<file path="config.mk">
export PLATFORM = sky130hd
export DESIGN_NAME = mdio_clause22_master_unit_flat
export DESIGN_NICKNAME = d
export VERILOG_FILES = /design/src/design/mdio22_pkg.sv /design/src/design/mdio22_if.sv /design/src/design/mdio22_front.sv /design/src/design/mdio22_back.sv /design/src/design/mdio_clause22_master_unit.sv /design/src/flat_wrapper.sv
export VERILOG_INCLUDE_DIRS = /design/src /design/src/design
export SDC_FILE = /design/constraint.sdc
export NUM_CORES = 1
export LEC_CHECK = 0
export ABC_AREA = 1
export CAP_MARGIN = 20
export CORE_UTILIZATION = 42
export DETAILED_ROUTE_END_ITERATION = 7
export DONT_BUFFER_PORTS = 1
export PLACE_DENSITY_LB_ADDON = 0.2
export SLEW_MARGIN = 20
export SYNTH_ARGS = -nofsm -noshare
export SYNTH_HDL_FRONTEND = slang
export SYNTH_SLANG_ARGS = --single-unit
export TNS_END_PERCENT = 10
</file>
<file path="constraint.sdc">
create_clock -name clock -period 3.5 [get_ports clock]
set_clock_uncertainty 0.2 [all_clocks]
set_input_delay 0.525 -clock clock [delete_from_list [all_inputs] [get_ports clock]]
set_output_delay 0.525 -clock clock [all_outputs]
set_load 0.005 [all_outputs]
</file>
<file path="src/design/mdio_clause22_master_unit_defines.svh">
// Assertion macros shared by the MDIO clause 22 master modules.
`ifndef MDIO_CLAUSE22_MASTER_UNIT_DEFINES_SVH
`define MDIO_CLAUSE22_MASTER_UNIT_DEFINES_SVH

// Implication checked in the same cycle, quiet while reset is high.
`define MDIO22_ASSERT_SAME(label, ante, cons, msg) \
   label: assert property (@(posedge clock) disable iff (reset) (ante) |-> (cons)) \
      else $error(msg);

// Implication checked in the next cycle, quiet while reset is high.
`define MDIO22_ASSERT_NEXT(label, ante, cons, msg) \
   label: assert property (@(posedge clock) disable iff (reset) (ante) |=> (cons)) \
      else $error(msg);

`endif

</file>
<file path="src/design/mdio22_pkg.sv">
// Types and constants shared by the MDIO clause 22 master modules.
`default_nettype none

package mdio22_pkg;

   // Operation codes of a request item
   localparam logic [2:0] OP_TICK  = 3'd0;
   localparam logic [2:0] OP_READ  = 3'd1;
   localparam logic [2:0] OP_MREAD = 3'd2;
   localparam logic [2:0] OP_WRITE = 3'd3;
   localparam logic [2:0] OP_SET   = 3'd4;
   localparam logic [2:0] OP_CLEAR = 3'd5;

   // Frame fields
   localparam logic [1:0] FRAME_START = 2'b01;
   localparam logic [1:0] OPC_READ    = 2'b10;
   localparam logic [1:0] OPC_WRITE   = 2'b01;
   localparam logic [1:0] TA_WRITE    = 2'b10;
   localparam logic [1:0] TA_READ     = 2'b00;

   // Bit positions within a 64-bit frame
   localparam logic [5:0] BIT_HEADER   = 6'd32;
   localparam logic [5:0] BIT_DATA     = 6'd48;
   localparam logic [5:0] BIT_LAST     = 6'd63;
   localparam logic [3:0] HDR_TA_FIRST = 4'd14;

   localparam int QUEUE_DEPTH = 2;

   // Class of an item as sorted by the front end
   typedef enum logic [1:0] {
      KIND_NOP,
      KIND_TICK,
      KIND_CMD
   } kind_type;

   typedef struct packed {
      kind_type    kind;
      logic [2:0]  op;
      logic [4:0]  phy_address;
      logic [4:0]  reg_address;
      logic [15:0] value;
      logic        mdio_in;
   } item_type;

   // Head of the queue as seen by the back end
   typedef struct packed {
      logic     valid;
      item_type item;
   } head_type;

   typedef struct packed {
      logic        mdc_pulse;
      logic        mdio_out;
      logic        mdio_drive;
      logic        busy_res;
      logic        done_res;
      logic [15:0] read_data;
      logic        rejected;
   } result_type;

endpackage

`default_nettype wire

</file>
<file path="src/design/mdio22_if.sv">
// Request and response channel interfaces of the MDIO clause 22 master.
`default_nettype none

interface mdio22_req_if;
   logic        valid;
   logic        ready;
   logic [2:0]  operation;
   logic [4:0]  phy_address;
   logic [4:0]  reg_address;
   logic [15:0] value;
   logic        mdio_in;

   modport source (output valid, operation, phy_address, reg_address, value, mdio_in,
                   input ready);
   modport sink   (input valid, operation, phy_address, reg_address, value, mdio_in,
                   output ready);
endinterface

interface mdio22_rsp_if;
   logic        valid;
   logic        ready;
   logic        mdc_pulse;
   logic        mdio_out;
   logic        mdio_drive;
   logic        busy_res;
   logic        done_res;
   logic [15:0] read_data;
   logic        rejected;

   modport source (output valid, mdc_pulse, mdio_out, mdio_drive, busy_res, done_res,
                   read_data, rejected, input ready);
   modport sink   (input valid, mdc_pulse, mdio_out, mdio_drive, busy_res, done_res,
                   read_data, rejected, output ready);
endinterface

`default_nettype wire

</file>
<file path="src/design/mdio22_front.sv">
// Front end: accepts request items, classifies them and queues them.
`default_nettype none
`include "mdio_clause22_master_unit_defines.svh"

module mdio22_front (
   input  wire logic            clock,
   input  wire logic            reset,
   mdio22_req_if.sink           req_chan,
   output mdio22_pkg::head_type head,
   input  wire logic            pop
);

   localparam int PTR_W = $clog2(mdio22_pkg::QUEUE_DEPTH);
   localparam int CNT_W = $clog2(mdio22_pkg::QUEUE_DEPTH + 1);

   mdio22_pkg::item_type queue_ff [mdio22_pkg::QUEUE_DEPTH];
   logic [PTR_W-1:0]     wr_ptr_ff, wr_ptr_in;
   logic [PTR_W-1:0]     rd_ptr_ff, rd_ptr_in;
   logic [CNT_W-1:0]     count_ff, count_in;
   mdio22_pkg::item_type classified;
   logic                 push;

   // Sort the incoming item
   always_comb begin
      classified.op          = req_chan.operation;
      classified.phy_address = req_chan.phy_address;
      classified.reg_address = req_chan.reg_address;
      classified.value       = req_chan.value;
      classified.mdio_in     = req_chan.mdio_in;
      if (req_chan.operation == mdio22_pkg::OP_TICK) begin
         classified.kind = mdio22_pkg::KIND_TICK;
      end else if (req_chan.operation inside {[mdio22_pkg::OP_READ:mdio22_pkg::OP_CLEAR]})
      begin
         classified.kind = mdio22_pkg::KIND_CMD;
      end else begin
         classified.kind = mdio22_pkg::KIND_NOP;
      end
   end

   assign req_chan.ready = (count_ff != CNT_W'(mdio22_pkg::QUEUE_DEPTH));
   assign push           = req_chan.valid && req_chan.ready;

   // Pointer and fill count bookkeeping
   always_comb begin
      wr_ptr_in = wr_ptr_ff;
      rd_ptr_in = rd_ptr_ff;
      if (push) begin
         wr_ptr_in = (wr_ptr_ff == PTR_W'(mdio22_pkg::QUEUE_DEPTH - 1)) ? '0
                     : wr_ptr_ff + PTR_W'(1);
      end
      if (pop) begin
         rd_ptr_in = (rd_ptr_ff == PTR_W'(mdio22_pkg::QUEUE_DEPTH - 1)) ? '0
                     : rd_ptr_ff + PTR_W'(1);
      end
      count_in = count_ff + CNT_W'(push) - CNT_W'(pop);
   end

   always_ff @(posedge clock) begin
      if (reset) begin
         wr_ptr_ff <= '0;
         rd_ptr_ff <= '0;
         count_ff  <= '0;
      end else begin
         wr_ptr_ff <= wr_ptr_in;
         rd_ptr_ff <= rd_ptr_in;
         count_ff  <= count_in;
      end
   end

   // Queue storage, no reset needed
   always_ff @(posedge clock) begin
      if (push) begin
         queue_ff[wr_ptr_ff] <= classified;
      end
   end

   assign head.valid = (count_ff != '0);
   assign head.item  = queue_ff[rd_ptr_ff];

   `MDIO22_ASSERT_SAME(a_pop_nonempty, pop, count_ff != '0, "pop from empty queue")
   `MDIO22_ASSERT_SAME(a_count_bound, 1'b1, count_ff <= CNT_W'(mdio22_pkg::QUEUE_DEPTH), "queue overfilled")
   `MDIO22_ASSERT_NEXT(a_count_track, push && !pop, count_ff == $past(count_ff) + CNT_W'(1), "count lost a push")

endmodule

`default_nettype wire

</file>
<file path="src/design/mdio22_back.sv">
// Back end: frame sequencer, shift registers and response register.
`default_nettype none
`include "mdio_clause22_master_unit_defines.svh"

module mdio22_back (
   input  wire logic                 clock,
   input  wire logic                 reset,
   input  wire mdio22_pkg::head_type head,
   output logic                      pop,
   mdio22_rsp_if.source              rsp_chan
);

   typedef enum logic [1:0] {
      PH_IDLE,
      PH_READ,
      PH_WRITE
   } phase_type;

   phase_type              phase_ff, phase_in;
   logic [5:0]             bit_count_ff, bit_count_in;
   logic [15:0]            shift_word_ff, shift_word_in;
   logic [15:0]            captured_ff, captured_in;
   logic [2:0]             pend_op_ff, pend_op_in;
   logic [4:0]             held_phy_ff, held_phy_in;
   logic [4:0]             held_reg_ff, held_reg_in;
   logic [15:0]            held_value_ff, held_value_in;
   logic                   rsp_valid_ff, rsp_valid_in;
   mdio22_pkg::result_type rsp_ff, rsp_in;

   logic                   wr;
   logic [15:0]            header;
   logic [3:0]             nib;
   mdio22_pkg::item_type   it;

   assign it  = head.item;
   assign pop = head.valid && (!rsp_valid_ff || rsp_chan.ready);
   assign wr  = (phase_ff == PH_WRITE);
   assign nib = bit_count_ff[3:0];
   assign header = {mdio22_pkg::FRAME_START,
                    wr ? mdio22_pkg::OPC_WRITE : mdio22_pkg::OPC_READ,
                    held_phy_ff, held_reg_ff,
                    wr ? mdio22_pkg::TA_WRITE : mdio22_pkg::TA_READ};

   // Execute the item at the queue head
   always_comb begin
      phase_in      = phase_ff;
      bit_count_in  = bit_count_ff;
      shift_word_in = shift_word_ff;
      captured_in   = captured_ff;
      pend_op_in    = pend_op_ff;
      held_phy_in   = held_phy_ff;
      held_reg_in   = held_reg_ff;
      held_value_in = held_value_ff;
      rsp_in        = '0;
      case (it.kind)
         mdio22_pkg::KIND_CMD: begin
            if (phase_ff != PH_IDLE) begin
               rsp_in.rejected = 1'b1;
            end else begin
               pend_op_in    = it.op;
               held_phy_in   = it.phy_address;
               held_reg_in   = it.reg_address;
               held_value_in = it.value;
               phase_in      = (it.op == mdio22_pkg::OP_WRITE) ? PH_WRITE : PH_READ;
               bit_count_in  = '0;
               captured_in   = '0;
               shift_word_in = (it.op == mdio22_pkg::OP_WRITE) ? it.value : '0;
            end
         end
         mdio22_pkg::KIND_TICK: begin
            if (phase_ff != PH_IDLE) begin
               rsp_in.mdc_pulse = 1'b1;
               if (bit_count_ff < mdio22_pkg::BIT_HEADER) begin
                  // preamble
                  rsp_in.mdio_drive = 1'b1;
                  rsp_in.mdio_out   = 1'b1;
               end else if (bit_count_ff < mdio22_pkg::BIT_DATA) begin
                  // start, opcode, addresses, turnaround
                  rsp_in.mdio_drive = wr || (nib < mdio22_pkg::HDR_TA_FIRST);
                  rsp_in.mdio_out   = rsp_in.mdio_drive && header[~nib];
               end else if (wr) begin
                  rsp_in.mdio_drive = 1'b1;
                  rsp_in.mdio_out   = shift_word_ff[~nib];
               end else begin
                  captured_in = {captured_ff[14:0], it.mdio_in};
               end
               if (bit_count_ff == mdio22_pkg::BIT_LAST) begin
                  bit_count_in = '0;
                  if (!wr && (pend_op_ff == mdio22_pkg::OP_SET ||
                              pend_op_ff == mdio22_pkg::OP_CLEAR)) begin
                     // read half of read-modify-write done
                     shift_word_in = (pend_op_ff == mdio22_pkg::OP_SET)
                                     ? (captured_in | held_value_ff)
                                     : (captured_in & ~held_value_ff);
                     phase_in = PH_WRITE;
                  end else begin
                     rsp_in.done_res = 1'b1;
                     phase_in        = PH_IDLE;
                     if (pend_op_ff == mdio22_pkg::OP_MREAD) begin
                        rsp_in.read_data = captured_in & held_value_ff;
                     end else if (pend_op_ff == mdio22_pkg::OP_READ ||
                                  pend_op_ff == mdio22_pkg::OP_SET ||
                                  pend_op_ff == mdio22_pkg::OP_CLEAR) begin
                        rsp_in.read_data = captured_in;
                     end
                  end
               end else begin
                  bit_count_in = bit_count_ff + 6'd1;
               end
            end
         end
         default: ;
      endcase
      rsp_in.busy_res = (phase_in != PH_IDLE);
      rsp_valid_in = pop ? 1'b1 : (rsp_chan.ready ? 1'b0 : rsp_valid_ff);
   end

   // Sequencer state and response register
   always_ff @(posedge clock) begin
      if (reset) begin
         phase_ff      <= PH_IDLE;
         bit_count_ff  <= '0;
         shift_word_ff <= '0;
         captured_ff   <= '0;
         pend_op_ff    <= '0;
         held_phy_ff   <= '0;
         held_reg_ff   <= '0;
         held_value_ff <= '0;
         rsp_valid_ff  <= 1'b0;
      end else begin
         rsp_valid_ff <= rsp_valid_in;
         if (pop) begin
            phase_ff      <= phase_in;
            bit_count_ff  <= bit_count_in;
            shift_word_ff <= shift_word_in;
            captured_ff   <= captured_in;
            pend_op_ff    <= pend_op_in;
            held_phy_ff   <= held_phy_in;
            held_reg_ff   <= held_reg_in;
            held_value_ff <= held_value_in;
         end
      end
      if (pop) begin
         rsp_ff <= rsp_in;
      end
   end

   assign rsp_chan.valid      = rsp_valid_ff;
   assign rsp_chan.mdc_pulse  = rsp_ff.mdc_pulse;
   assign rsp_chan.mdio_out   = rsp_ff.mdio_out;
   assign rsp_chan.mdio_drive = rsp_ff.mdio_drive;
   assign rsp_chan.busy_res   = rsp_ff.busy_res;
   assign rsp_chan.done_res   = rsp_ff.done_res;
   assign rsp_chan.read_data  = rsp_ff.read_data;
   assign rsp_chan.rejected   = rsp_ff.rejected;

   `MDIO22_ASSERT_SAME(a_done_pulses, rsp_valid_ff && rsp_ff.done_res,
      rsp_ff.mdc_pulse, "done without MDC pulse")
   `MDIO22_ASSERT_SAME(a_idle_count, phase_ff == PH_IDLE, bit_count_ff == '0,
      "bit count set while idle")
   `MDIO22_ASSERT_SAME(a_stall_no_pop, rsp_valid_ff && !rsp_chan.ready, !pop,
      "response overwritten")

endmodule

`default_nettype wire

</file>
<file path="src/design/mdio_clause22_master_unit.sv">
// Top level of the MDIO clause 22 management master.
//
//   channel   role     content
//   req_chan  in       operation, phy/reg address, value, sampled mdio_in
//   rsp_chan  out      MDC pulse, MDIO level and drive, busy, done, read data, rejected
//
// One item per cycle sustained while rsp_chan is ready; each item yields one response.
// An item passes through the two-entry queue and then the response register.
// The frame sequencer advances one bit time per tick item in a single step.
// Synchronous reset empties the queue and returns the sequencer to idle.
// A stalled response holds the sequencer; the queue keeps taking items until full.
`default_nettype none

module mdio_clause22_master_unit (
   input wire logic       clock,
   input wire logic       reset,
   mdio22_req_if.sink     req_chan,
   mdio22_rsp_if.source   rsp_chan
);

   mdio22_pkg::head_type head;
   logic                 pop;

   mdio22_front u_front (
      .clock    (clock),
      .reset    (reset),
      .req_chan (req_chan),
      .head     (head),
      .pop      (pop)
   );

   mdio22_back u_back (
      .clock    (clock),
      .reset    (reset),
      .head     (head),
      .pop      (pop),
      .rsp_chan (rsp_chan)
   );

endmodule

`default_nettype wire
</file>
<file path="src/flat_wrapper.sv">
// flat-port wrapper written by rule: the top's interface ports become plain ports
module mdio_clause22_master_unit_flat 
  (clock, reset, req_chan_valid, req_chan_operation, req_chan_phy_address, req_chan_reg_address, req_chan_value, req_chan_mdio_in, req_chan_ready, rsp_chan_valid, rsp_chan_mdc_pulse, rsp_chan_mdio_out, rsp_chan_mdio_drive, rsp_chan_busy_res, rsp_chan_done_res, rsp_chan_read_data, rsp_chan_rejected, rsp_chan_ready);
  mdio22_req_if req_chan_i ();
  mdio22_rsp_if rsp_chan_i ();
  input wire logic clock;
  input wire logic reset;
  input wire logic [$bits(req_chan_i.valid)-1:0] req_chan_valid;
  input wire logic [$bits(req_chan_i.operation)-1:0] req_chan_operation;
  input wire logic [$bits(req_chan_i.phy_address)-1:0] req_chan_phy_address;
  input wire logic [$bits(req_chan_i.reg_address)-1:0] req_chan_reg_address;
  input wire logic [$bits(req_chan_i.value)-1:0] req_chan_value;
  input wire logic [$bits(req_chan_i.mdio_in)-1:0] req_chan_mdio_in;
  output wire logic [$bits(req_chan_i.ready)-1:0] req_chan_ready;
  output wire logic [$bits(rsp_chan_i.valid)-1:0] rsp_chan_valid;
  output wire logic [$bits(rsp_chan_i.mdc_pulse)-1:0] rsp_chan_mdc_pulse;
  output wire logic [$bits(rsp_chan_i.mdio_out)-1:0] rsp_chan_mdio_out;
  output wire logic [$bits(rsp_chan_i.mdio_drive)-1:0] rsp_chan_mdio_drive;
  output wire logic [$bits(rsp_chan_i.busy_res)-1:0] rsp_chan_busy_res;
  output wire logic [$bits(rsp_chan_i.done_res)-1:0] rsp_chan_done_res;
  output wire logic [$bits(rsp_chan_i.read_data)-1:0] rsp_chan_read_data;
  output wire logic [$bits(rsp_chan_i.rejected)-1:0] rsp_chan_rejected;
  input wire logic [$bits(rsp_chan_i.ready)-1:0] rsp_chan_ready;
  assign req_chan_i.valid = req_chan_valid;
  assign req_chan_i.operation = req_chan_operation;
  assign req_chan_i.phy_address = req_chan_phy_address;
  assign req_chan_i.reg_address = req_chan_reg_address;
  assign req_chan_i.value = req_chan_value;
  assign req_chan_i.mdio_in = req_chan_mdio_in;
  assign req_chan_ready = req_chan_i.ready;
  assign rsp_chan_valid = rsp_chan_i.valid;
  assign rsp_chan_mdc_pulse = rsp_chan_i.mdc_pulse;
  assign rsp_chan_mdio_out = rsp_chan_i.mdio_out;
  assign rsp_chan_mdio_drive = rsp_chan_i.mdio_drive;
  assign rsp_chan_busy_res = rsp_chan_i.busy_res;
  assign rsp_chan_done_res = rsp_chan_i.done_res;
  assign rsp_chan_read_data = rsp_chan_i.read_data;
  assign rsp_chan_rejected = rsp_chan_i.rejected;
  assign rsp_chan_i.ready = rsp_chan_ready;
  mdio_clause22_master_unit u_core (.clock(clock), .reset(reset), .req_chan(req_chan_i), .rsp_chan(rsp_chan_i));
endmodule
</file>
==> results.tsv, run 1 <==
stage	metric	value	unit
power	clockPowerShare	29.8	%
route	drt-total-wl	16200	um
route	drc_errors	0	
timing	tns	0	ns
power	power_density	782	nW/um2
placed_design	io_buffers	0	
cells_and_area	seqCellArea	4080	um2
power	netSwitchingPower	0.00219	W
cells_and_area	areaGrowthSynthToFinish	15.8	%
placed_design	routabilityCongestion	0.866	
power	p_comb_share	28.0	%
timing	setup_viol	0	
yosys	synth.distinct_cells	30	
cells_and_area	multi_input_area	2510	um2
die	ioPinCount	58	
placed_design	post-dp-hpwl	10900	um
yosys	synth_fp_nets	858	
timing	worst_pin_slew	1.12	ns
die	die_y	132	um
route	via_per_inst	5.08	
timing	hold_violations	0	
timing	slew_violations	0	
cells_and_area	layout_common_cells	200 x nand2_1, 92 x a21oi_1, 86 x nor2_1, 86 x edfxtp_1, 82 x inv_1	
placed_design	dpl_cell_area	7280	um2
global_routing	grtUsageTotal	19.7	%
timing	fin_ws	0.666	ns
timing	period_share	81.0	%
setup_path	crit_fanout	32	
outcome	status	finished, final reports clean	
route	drtAntennaViolNets	0	
clock_tree	clkSinkCount	161	
route	drt_first_pass_iters	5	
timing	max_freq	353	MHz
power	seqPwrFrac	42.2	%
global_routing	grt_pass1_wl	26400	um
global_routing	antenna_found_initial	0	
clock_tree	clkTransAtPathRegs	0.06	ns
timing	period_minus_slack	2.83	ns
setup_path	cp.required	3.61	ns
timing	relSlewSlack	24.8	%
min_path	worstHoldPathType	in2reg	
setup_path	endpoint_kind	register	
global_routing	grt-ovfl-total	0	
route	initialDrtViolationCount	461	
clock_tree	cts_buffer_depth	2	
die	fp.coreArea	16500	um2
job	drv_cap	0	
cells_and_area	layout_commonest_cell	nand2_1	
power	irDropWorstVdd	0.386	mV
die	fp-row-count	47	
die	dieArea	17400	um2
cells_and_area	fillers	1525	
setup_path	crit_arrival	2.95	ns
die	die_x	132	um
yosys	synth-warning-count	0	
power	swShare	34.2	%
die	start_util	42.9	%
cells_and_area	layout.nets	880	
clock_tree	htree_levels	4	
yosys	synth.avg_cell_area	8.66	um2
cells_and_area	fin_area	8210	um2
route	vias	5452	
clock_tree	clockRootBuffer	clkbuf_16	
yosys	synth-seq-cells	161	
clock_tree	cts_tree	built	
cells_and_area	diodes	0	
clock_tree	insertion_delay	0.42	ns
power	internal_power	0.00423	W
yosys	yosysSeqAreaShare	57.6	%
route	post_drt_wl_per_cell	15.1	um
cells_and_area	fin_util	49.7	%
yosys	syn_area	7080	um2
clock_tree	numCtsBuffers	17	
cells_and_area	layout-drive-gt1-share	8.09	%
global_routing	grt_max_degree	38	
setup_path	reg2reg_setup_slack	0.67	ns
global_routing	grt_pass1_vias	5098	
power	power.leakage	3.21	nW
setup_path	critical_path_class	reg2reg	
setup_path	critPathLaunchType	register	
placed_design	pre_cts_slack	0.704	ns
timing	rsz0062_at_grt	no	
yosys	syn_inst	818	
==> repair_timing <==
action,4_1_cts,5_1_grt
gates resized for setup,0,0
hold endpoints to repair,81,0
hold buffers,31,0
setup buffers,0,0
==> layout make-up <==
| cell class | count | share of cell area [%] |
|---|---|---|
| Multi-Input combinational cell | 532 | 30.6 |
| Inverter | 88 | 4.03 |
| Sequential cell | 161 | 49.8 |
| Clock inverter | 10 | 1.80 |
| Tap cell | 220 | 3.35 |
| Clock buffer | 22 | 5.67 |
| Timing Repair Buffer | 40 | 4.76 |
==> synth_stat cells (all sizes together) <==
master / number / area share, %
edfxtp: 86 / 36
nor4: 1 / 0.088
inv: 86 / 4.6
nand3: 22 / 1.6
nor3b: 4 / 0.42
nand2: 201 / 11
clkinv: 2 / 0.11
mux2: 16 / 2.5
a211oi: 1 / 0.11
xor2: 1 / 0.12
dfxtp: 75 / 21
clkbuf: 21 / 1.1
nor2: 92 / 5.1
o211ai: 1 / 0.11
a21boi: 1 / 0.11
a21oi: 92 / 6.5
buf: 16 / 1.2
o21bai: 1 / 0.11
nand4: 3 / 0.26
ha: 6 / 1.1
o21ai: 84 / 6.1
nor3: 6 / 0.42
==> metrics by stage <==
| stage | std cells | hold slack, ns | total power, W |
|---|---|---|---|
| after CTS | 1073 | 0.0382 | 0.00645 |
| after global placement | 1010 | 0.234 | 0.00444 |
| after detailed placement | 1010 | 0.246 | 0.00449 |
| after global routing | 1073 | 0.0807 | 0.00682 |
| after floorplan | 818 | 0.226 | 0.00401 |
| final | 1073 | 0.0573 | 0.00642 |
==> power groups by stage <==
stage / logic, W / clock network, W / registers (W)
2_1_floorplan: 0.00134 / 0 / 0.00267
3_3_place_gp: 0.00170 / 0 / 0.00273
3_5_place_dp: 0.00174 / 0 / 0.00275
4_1_cts: 0.00178 / 0.00196 / 0.00271
5_1_grt: 0.00203 / 0.00203 / 0.00276
6_report: 0.00180 / 0.00192 / 0.00271
==> critical path, cell delays in order, from the launching register on <==
cell and delay, ns:
edfxtp_1 0.36, o21ai_0 0.25, inv_1 0.08, ha_1 0.30, inv_2 0.36, o21ai_2 0.14, nor2_4 0.18, nand3_2 0.49
nor2_1 0.27, nor2_1 0.08
==> sequential cells by signal (all words and copies together), names as in the netlist, 3 cells and up, named ones only <==
| name | cells |
|---|---|
| u_core.u_back.shift_word_ff | 16 |
| u_core.u_back.pend_op_ff | 3 |
| u_core.u_front.queue_ff | 64 |
| u_core.u_back.held_value_ff | 16 |
| u_core.u_back.captured_ff | 16 |
| u_core.u_back.held_phy_ff | 5 |
| u_core.u_back.rsp_chan.read_data | 16 |
| u_core.u_back.bit_count_ff | 6 |
| u_core.u_back.held_reg_ff | 5 |
==> per-layer routing <==
metal	track usage, %	up-vias	part of all wire, %
met5	0	-	0
met4	6.91	0	1.7
met3	4.15	20	5.8
met2	29.7	174	44
met1	28.1	2521	48
li1	-	2737	-
==> logic make-up (layout without fill, tap and decap cells) <==
kind of cell    count (synthesis)  in the layout  share of synthesized area (%)
simple gates                  329            329                           18.6
compound gates                180            180                           13.0
flops                         161            161                           57.6
buf+inv                       125            160                           7.01
mux                            16             16                           2.54
fa+ha+maj                       6              6                           1.06
xor+xnor                        1              1                          0.124
==> path summary, 6_finish.rpt <==
path	startpoint	endpoint	cells past startpoint
worst max-delay path	u_core.u_front.queue_ff[0][30]$_DFFE_PP_	u_core.u_back.shift_word_ff[11]$_SDFFE_PP0P_	9
worst min-delay path	reset	u_core.u_back.phase_ff[1]$_SDFFE_PP0P_	3
worst max register to register	u_core.u_front.queue_ff[0][30]$_DFFE_PP_	u_core.u_back.shift_word_ff[11]$_SDFFE_PP0P_	9
worst min register to register	u_core.u_front.rd_ptr_ff$_SDFFE_PP0P_	u_core.u_front.rd_ptr_ff$_SDFFE_PP0P_	1
(Power assumes the default switching activity.)
==> inputs of run 2 (changes only) <==
==> constraint.sdc (replaced) <==
create_clock -name clock -period 2.8 [get_ports clock]
set_clock_uncertainty 0.2 [all_clocks]
set_input_delay 0.42 -clock clock [delete_from_list [all_inputs] [get_ports clock]]
set_output_delay 0.42 -clock clock [all_outputs]
set_load 0.005 [all_outputs]
==> run 2 against run 1 <==
  * Worst hold slack got worse by 0.012 ns
  * Core utilization increased by 0.29 points
  * Global-route usage increased by 0.34 points
  * Sequential cell count unchanged
  * First-iteration DRC count decreased by 6.7%
  * Cell count increased by 1.1%
  * Sequential power increased by 24%
  * Power increased by 24%
  * Die area unchanged
  * Via count increased by 1.2%
  * Cell area increased by 0.58%
  * Critical endpoint is now u_core.u_front.count_ff[1]$_SDFF_PP0_
==> results.tsv, run 2 (synthesis results as in run 1) <==
stage	metric	value	unit	change
global_routing	grt_pass1_vias	5141		was 5,098
setup_path	critical_path_class	in2reg		was reg2reg
timing	tns	0	ns	unchanged
placed_design	routabilityCongestion	0.835		was 0.866
cells_and_area	layout_commonest_cell	nand2_1		unchanged
route	drtAntennaViolNets	0		unchanged
setup_path	crit_arrival	2.58	ns	was 2.95 ns
clock_tree	post-cts-setup-buffers	0		unchanged
cells_and_area	fillers	1558		was 1,525
die	dieArea	17400	um2	unchanged
power	power.leakage	3.24	nW	was 3.21 nW
timing	max_freq	406	MHz	
setup_path	critPathLaunchType	primary input		was register
setup_path	endpoint_kind	register		unchanged
route	vias	5518		was 5,452
setup_path	cp.required	2.92	ns	was 3.61 ns
clock_tree	cts_resized	0		unchanged
die	fp.coreArea	16500	um2	unchanged
cells_and_area	diodes	0		unchanged
job	drv_cap	0		unchanged
global_routing	grt_max_degree	45		was 38
placed_design	dpl_cell_area	7340	um2	was 7280 um2
min_path	worstHoldPathType	in2reg		unchanged
clock_tree	cts_hold_buf	33		was 31
power	power_density	964	nW/um2	was 782 nW/um2
cells_and_area	areaGrowthSynthToFinish	16.5	%	was 15.8%
global_routing	grtUsageTotal	20.1	%	was 19.7%
cells_and_area	layout.cells.non_filler	1085		was 1,073
timing	hold_violations	0		unchanged
placed_design	io_buffers	0		unchanged
clock_tree	cts_tree	built		unchanged
cells_and_area	fin_util	49.9	%	was 49.7%
cells_and_area	layout-drive-gt1-share	9.13	%	was 8.09%
setup_path	crit_fanout	4		was 32
cells_and_area	largest_reg_flops	64		unchanged
clock_tree	clkTransAtPathRegs	0.06	ns	about the same
cells_and_area	fin_area	8250	um2	was 8210 um2
cells_and_area	layout.nets	892		was 880
timing	period_share	87.9	%	
timing	slew_violations	0		unchanged
clock_tree	cts_buffer_depth	2		unchanged
global_routing	grt_pass1_wl	26800	um	was 26,400 um
placed_design	post-dp-hpwl	11500	um	was 10,900 um
die	die_y	132	um	unchanged
die	start_util	42.9	%	unchanged
cells_and_area	regMostFlops	u_core.u_front.queue_ff		unchanged
clock_tree	htree_levels	4		unchanged
route	post_drt_wl_per_cell	15.4	um	was 15.1 um
placed_design	place_inst	1020		was 1,010
die	die_x	132	um	unchanged
clock_tree	clkSinkCount	161		unchanged
timing	setup_viol	0		unchanged
timing	worst_pin_slew	1.02	ns	was 1.12 ns
cells_and_area	layout_common_cells	200 x nand2_1, 92 x a21oi_1, 86 x nor2_1, 86 x edfxtp_1, 82 x inv_1		unchanged
timing	period_minus_slack	2.46	ns	
route	drc_errors	0		unchanged
cells_and_area	multi_input_area	2510	um2	about the same
global_routing	grt-ovfl-total	0		unchanged
cells_and_area	seqCellArea	4080	um2	unchanged
power	irDropWorstVdd	0.480	mV	was 0.386 mV
timing	rsz0062_at_grt	no		unchanged
route	initialDrtViolationCount	430		was 461
route	drt_first_pass_iters	5		unchanged
route	drt-total-wl	16700	um	was 16,200 um
die	ioPinCount	58		unchanged
outcome	status	finished, final reports clean		unchanged
clock_tree	insertion_delay	0.43	ns	was 0.42 ns
global_routing	antenna_found_initial	0		unchanged
die	fp-row-count	47		unchanged
route	via_per_inst	5.09		was 5.08
timing	relSlewSlack	31.6	%	was 24.8%
clock_tree	clockRootBuffer	clkbuf_16		unchanged
clock_tree	numCtsBuffers	17		unchanged
[run 2: changes by cell type in the layout (fill, tap and decap cells not counted), moves of 2 or more]
cell / change
clkinvlp_4: +4
buf_4: +11
dlygate4sd3_1: +2
clkinv_4: -2
[run 2: path summary, 6_finish.rpt]
kind                                         startpoint                                         to  slack, ns  cells past startpoint
hold / removal                    req_chan_operation[0]   u_core.u_front.queue_ff[0][30]$_DFFE_PP_       0.05                      1
hold reg to reg   u_core.u_front.rd_ptr_ff$_SDFFE_PP0P_      u_core.u_front.rd_ptr_ff$_SDFFE_PP0P_       0.27                      1
setup / recovery                         rsp_chan_ready      u_core.u_front.count_ff[1]$_SDFF_PP0_       0.34                     11
setup reg to reg                               register  u_core.u_back.captured_ff[4]$_SDFFE_PP0P_       0.36                     10
[run 2: stage by stage]
stage,power (W),hold WS (ns),worst slack (ns)
3_5_place_dp,0.00564,0.246,0.416
4_1_cts,0.00801,0.0225,0.338
5_1_grt,0.00846,0.0295,0.154
6_report,0.00795,0.0457,0.338
2_1_floorplan,0.00502,0.226,0.113
3_3_place_gp,0.00557,0.243,0.481
[run 2: cell type report]
class | count | area share [%]
inverters | 88 | 4.00
repair buffers | 52 | 5.73
well taps | 220 | 3.34
clock inverters | 11 | 1.59
flip-flops and latches | 161 | 49.5
multi-input cells | 532 | 30.4
clock buffers | 21 | 5.46
[run 2: report_power, final]
part | internal [W] | switching [W]
Sequential | 0.00310 | 0.000261
Clock | 0.00135 | 0.000954
Combinational | 0.000744 | 0.00155
[run 2: worst max-delay path, stage by stage]
cell           delay (ns)
dlygate4sd3_1        0.54
inv_1                0.05
nand2_1              0.07
o21ai_2              0.17
clkinv_1             0.34
ha_1                 0.37
inv_1                0.04
ha_1                 0.20
xor2_1               0.16
o21ai_0              0.17
a21oi_1              0.05
[run 2: metal layers]
| layer | up-vias | GRT usage [%] | wire length, um |
|---|---|---|---|
| met5 | - | 0 | 0 |
| met4 | 0 | 8.20 | 371 |
| met3 | 28 | 4.58 | 815 |
| met2 | 158 | 30.6 | 7450 |
| met1 | 2573 | 27.5 | 8060 |
| li1 | 2759 | - | - |
==> inputs of run 3 (changes only) <==
--- a/config.mk
+++ b/config.mk
@@ -11,7 +11,6 @@
 export CORE_UTILIZATION = 42
 export DETAILED_ROUTE_END_ITERATION = 7
 export DONT_BUFFER_PORTS = 1
-export PLACE_DENSITY_LB_ADDON = 0.2
 export SLEW_MARGIN = 20
 export SYNTH_ARGS = -nofsm -noshare
 export SYNTH_HDL_FRONTEND = slang
==> run 3 against run 2 <==
  * Count of clock-buffer cells in the layout down 2
  * Sequential power hardly changed
  * Maximum frequency rose by 4.6%
  * Cell count up 0.37%
  * Cell area increased by 0.58%
  * Sequential share of layout area shrank 0.28 points
  * Via count shrank 1.6%
  * Largest cell class unchanged
  * Wire length fell by 3.7%
==> results.tsv, run 3 (synthesis results as in run 1) <==
stage	metric	value	unit	change
cells_and_area	layout_common_cells	200 x nand2_1, 92 x a21oi_1, 86 x nor2_1, 86 x edfxtp_1, 82 x inv_1		unchanged
cells_and_area	layout.cells.non_filler	1089		was 1,085
clock_tree	clkSinkCount	161		unchanged
cells_and_area	diodes	0		unchanged
timing	tns	0	ns	unchanged
setup_path	cp.required	2.94	ns	was 2.92 ns
global_routing	grt_max_degree	45		unchanged
route	drt_first_pass_iters	5		unchanged
timing	setup_viol	0		unchanged
cells_and_area	areaGrowthSynthToFinish	17.2	%	was 16.5%
die	fp.coreArea	16500	um2	unchanged
clock_tree	cts_tree	built		unchanged
setup_path	crit_fanout	17		was 4
power	irDropWorstVdd	0.460	mV	was 0.480 mV
cells_and_area	fin_util	50.2	%	was 49.9%
die	ioPinCount	58		unchanged
placed_design	post-dp-hpwl	10700	um	was 11,500 um
power	power_density	966	nW/um2	was 964 nW/um2
timing	period_share	84.1	%	was 87.9%
timing	rsz0062_at_grt	no		unchanged
setup_path	path_delay_family	buffers and inverters		unchanged
setup_path	crit_start	u_core.u_front.queue_ff[1][30]$_DFFE_PP_		was rsp_chan_ready
placed_design	pre_cts_slack	0.481	ns	was 0.416 ns
outcome	status	finished, final reports clean		unchanged
cells_and_area	largest_reg_flops	64		unchanged
cells_and_area	layout.nets	896		was 892
global_routing	grt_pass1_wl	26400	um	was 26,800 um
cells_and_area	layout-drive-gt1-share	9.90	%	was 9.13%
setup_path	endpoint_kind	register		unchanged
global_routing	grt_pass1_vias	5068		was 5,141
timing	relSlewSlack	28.2	%	was 31.6%
cells_and_area	layout_commonest_cell	nand2_1		unchanged
clock_tree	clockRootBuffer	clkbuf_16		unchanged
timing	fin_ws	0.446	ns	was 0.338 ns
global_routing	grtUsageTotal	19.7	%	was 20.1%
setup_path	crit_buf_inv	5		was 4
placed_design	io_buffers	0		unchanged
setup_path	critical_path_class	reg2reg		was in2reg
setup_path	crit_arrival	2.49	ns	was 2.58 ns
clock_tree	post-cts-setup-buffers	0		unchanged
die	die_x	132	um	unchanged
setup_path	slowest_delay	0.33	ns	was 0.54 ns
timing	slew_violations	0		unchanged
route	drtAntennaViolNets	0		unchanged
route	drc_errors	0		unchanged
power	power.leakage	3.28	nW	was 3.24 nW
setup_path	critPathLaunchType	register		was primary input
placed_design	routabilityCongestion	0.825		was 0.835
power	total_power	0.00802	W	was 0.00795 W
die	dieArea	17400	um2	unchanged
min_path	min_from	req_chan_operation[0]		unchanged
timing	period_minus_slack	2.35	ns	was 2.46 ns
route	post_drt_wl_per_cell	14.8	um	was 15.4 um
job	drv_cap	0		unchanged
setup_path	r2r_start	u_core.u_front.queue_ff[1][30]$_DFFE_PP_		
setup_path	crit_chain	inv_1 > nand2_1 > o21ai_0 > inv_1 > ha_1 > inv_2 > o21ai_2 > inv_2 > nor2_4 > nand2_1 > inv_2 > nand2_1 > a21oi_1		was dlygate4sd3_1 > inv_1 > nand2_1 > o21ai_2 > clkinv_1 > ha_1 > inv_1 > ha_1 > xor2_1 > o21ai_0 > a21oi_1
timing	max_freq	425	MHz	was 406 MHz
clock_tree	htree_levels	4		unchanged
setup_path	cpMaxStageDelayCell	edfxtp_1		was dlygate4sd3_1
die	die_y	132	um	unchanged
clock_tree	clkTransAtPathRegs	0.06	ns	about the same
clock_tree	insertion_delay	0.42	ns	was 0.43 ns
cells_and_area	regMostFlops	u_core.u_front.queue_ff		unchanged
timing	worst_pin_slew	1.07	ns	was 1.02 ns
route	drt-total-wl	16100	um	was 16,700 um
route	initialDrtViolationCount	384		was 430
global_routing	grt-ovfl-total	0		unchanged
min_path	worstHoldPathType	in2reg		unchanged
timing	hold_violations	0		unchanged
clock_tree	numCtsBuffers	17		unchanged
die	fp-row-count	47		unchanged
clock_tree	cts_buffer_depth	2		unchanged
route	vias	5427		was 5,518
route	via_per_inst	4.98		was 5.09
placed_design	place_inst	1025		was 1,020
die	start_util	42.9	%	unchanged
global_routing	antenna_found_initial	0		unchanged
clock_tree	cts_resized	0		unchanged
-- run 3: final timing paths --
kind	to	slack, ns	depth (start not counted)
worst max-delay path	u_core.u_back.bit_count_ff[1]$_SDFFE_PP0P_	0.45	13
worst min-delay path	u_core.u_front.queue_ff[0][30]$_DFFE_PP_	0.03	1
worst max register to register	u_core.u_back.bit_count_ff[1]$_SDFFE_PP0P_	0.45	13
worst min register to register	u_core.u_front.rd_ptr_ff$_SDFFE_PP0P_	0.26	1
-- run 3: cell type report --
| class | instances | area (um2) |
|---|---|---|
| multi-input combinational | 532 | 2510 |
| clock buffer | 19 | 454 |
| tap | 220 | 275 |
| clock inverter | 13 | 148 |
| sequential | 161 | 4080 |
| fill | 1540 | 8220 |
| timing repair buffer | 56 | 500 |
| inverter | 88 | 330 |
-- run 3: per-layer routing --
metal / GRT usage, % / wire [um] / vias to the layer above
met1: 28.7 / 8070 / 2485
met5: 0 / 0 / -
li1: - / - / 2773
met4: 9.24 / 340 / 0
met3: 3.92 / 904 / 19
met2: 27.9 / 6770 / 150
-- run 3: metrics by stage --
| stage | hold WS [ns] | area (um2) |
|---|---|---|
| after floorplan | 0.226 | 7080 |
| after detailed placement | 0.244 | 7380 |
| after global placement | 0.237 | 7380 |
| final | 0.0303 | 8300 |
| after CTS | 0.0124 | 8300 |
| after global routing | 0.0304 | 8300 |
-- run 3: power breakdown --
part	switching, W	leakage [nW]	total, W	internal [W]
Combinational	0.00154	1.56	0.00231	0.000766
Sequential	0.000254	1.43	0.00336	0.00310
Clock	0.000971	0.296	0.00235	0.00138
Total	0.00277	3.28	0.00802	0.00525
-- run 3: timing repair --
action | in CTS | in global routing
hold buffers | 32 | 0
setup endpoints to repair | 0 | 0
endpoints found under the hold margin | 82 | 0
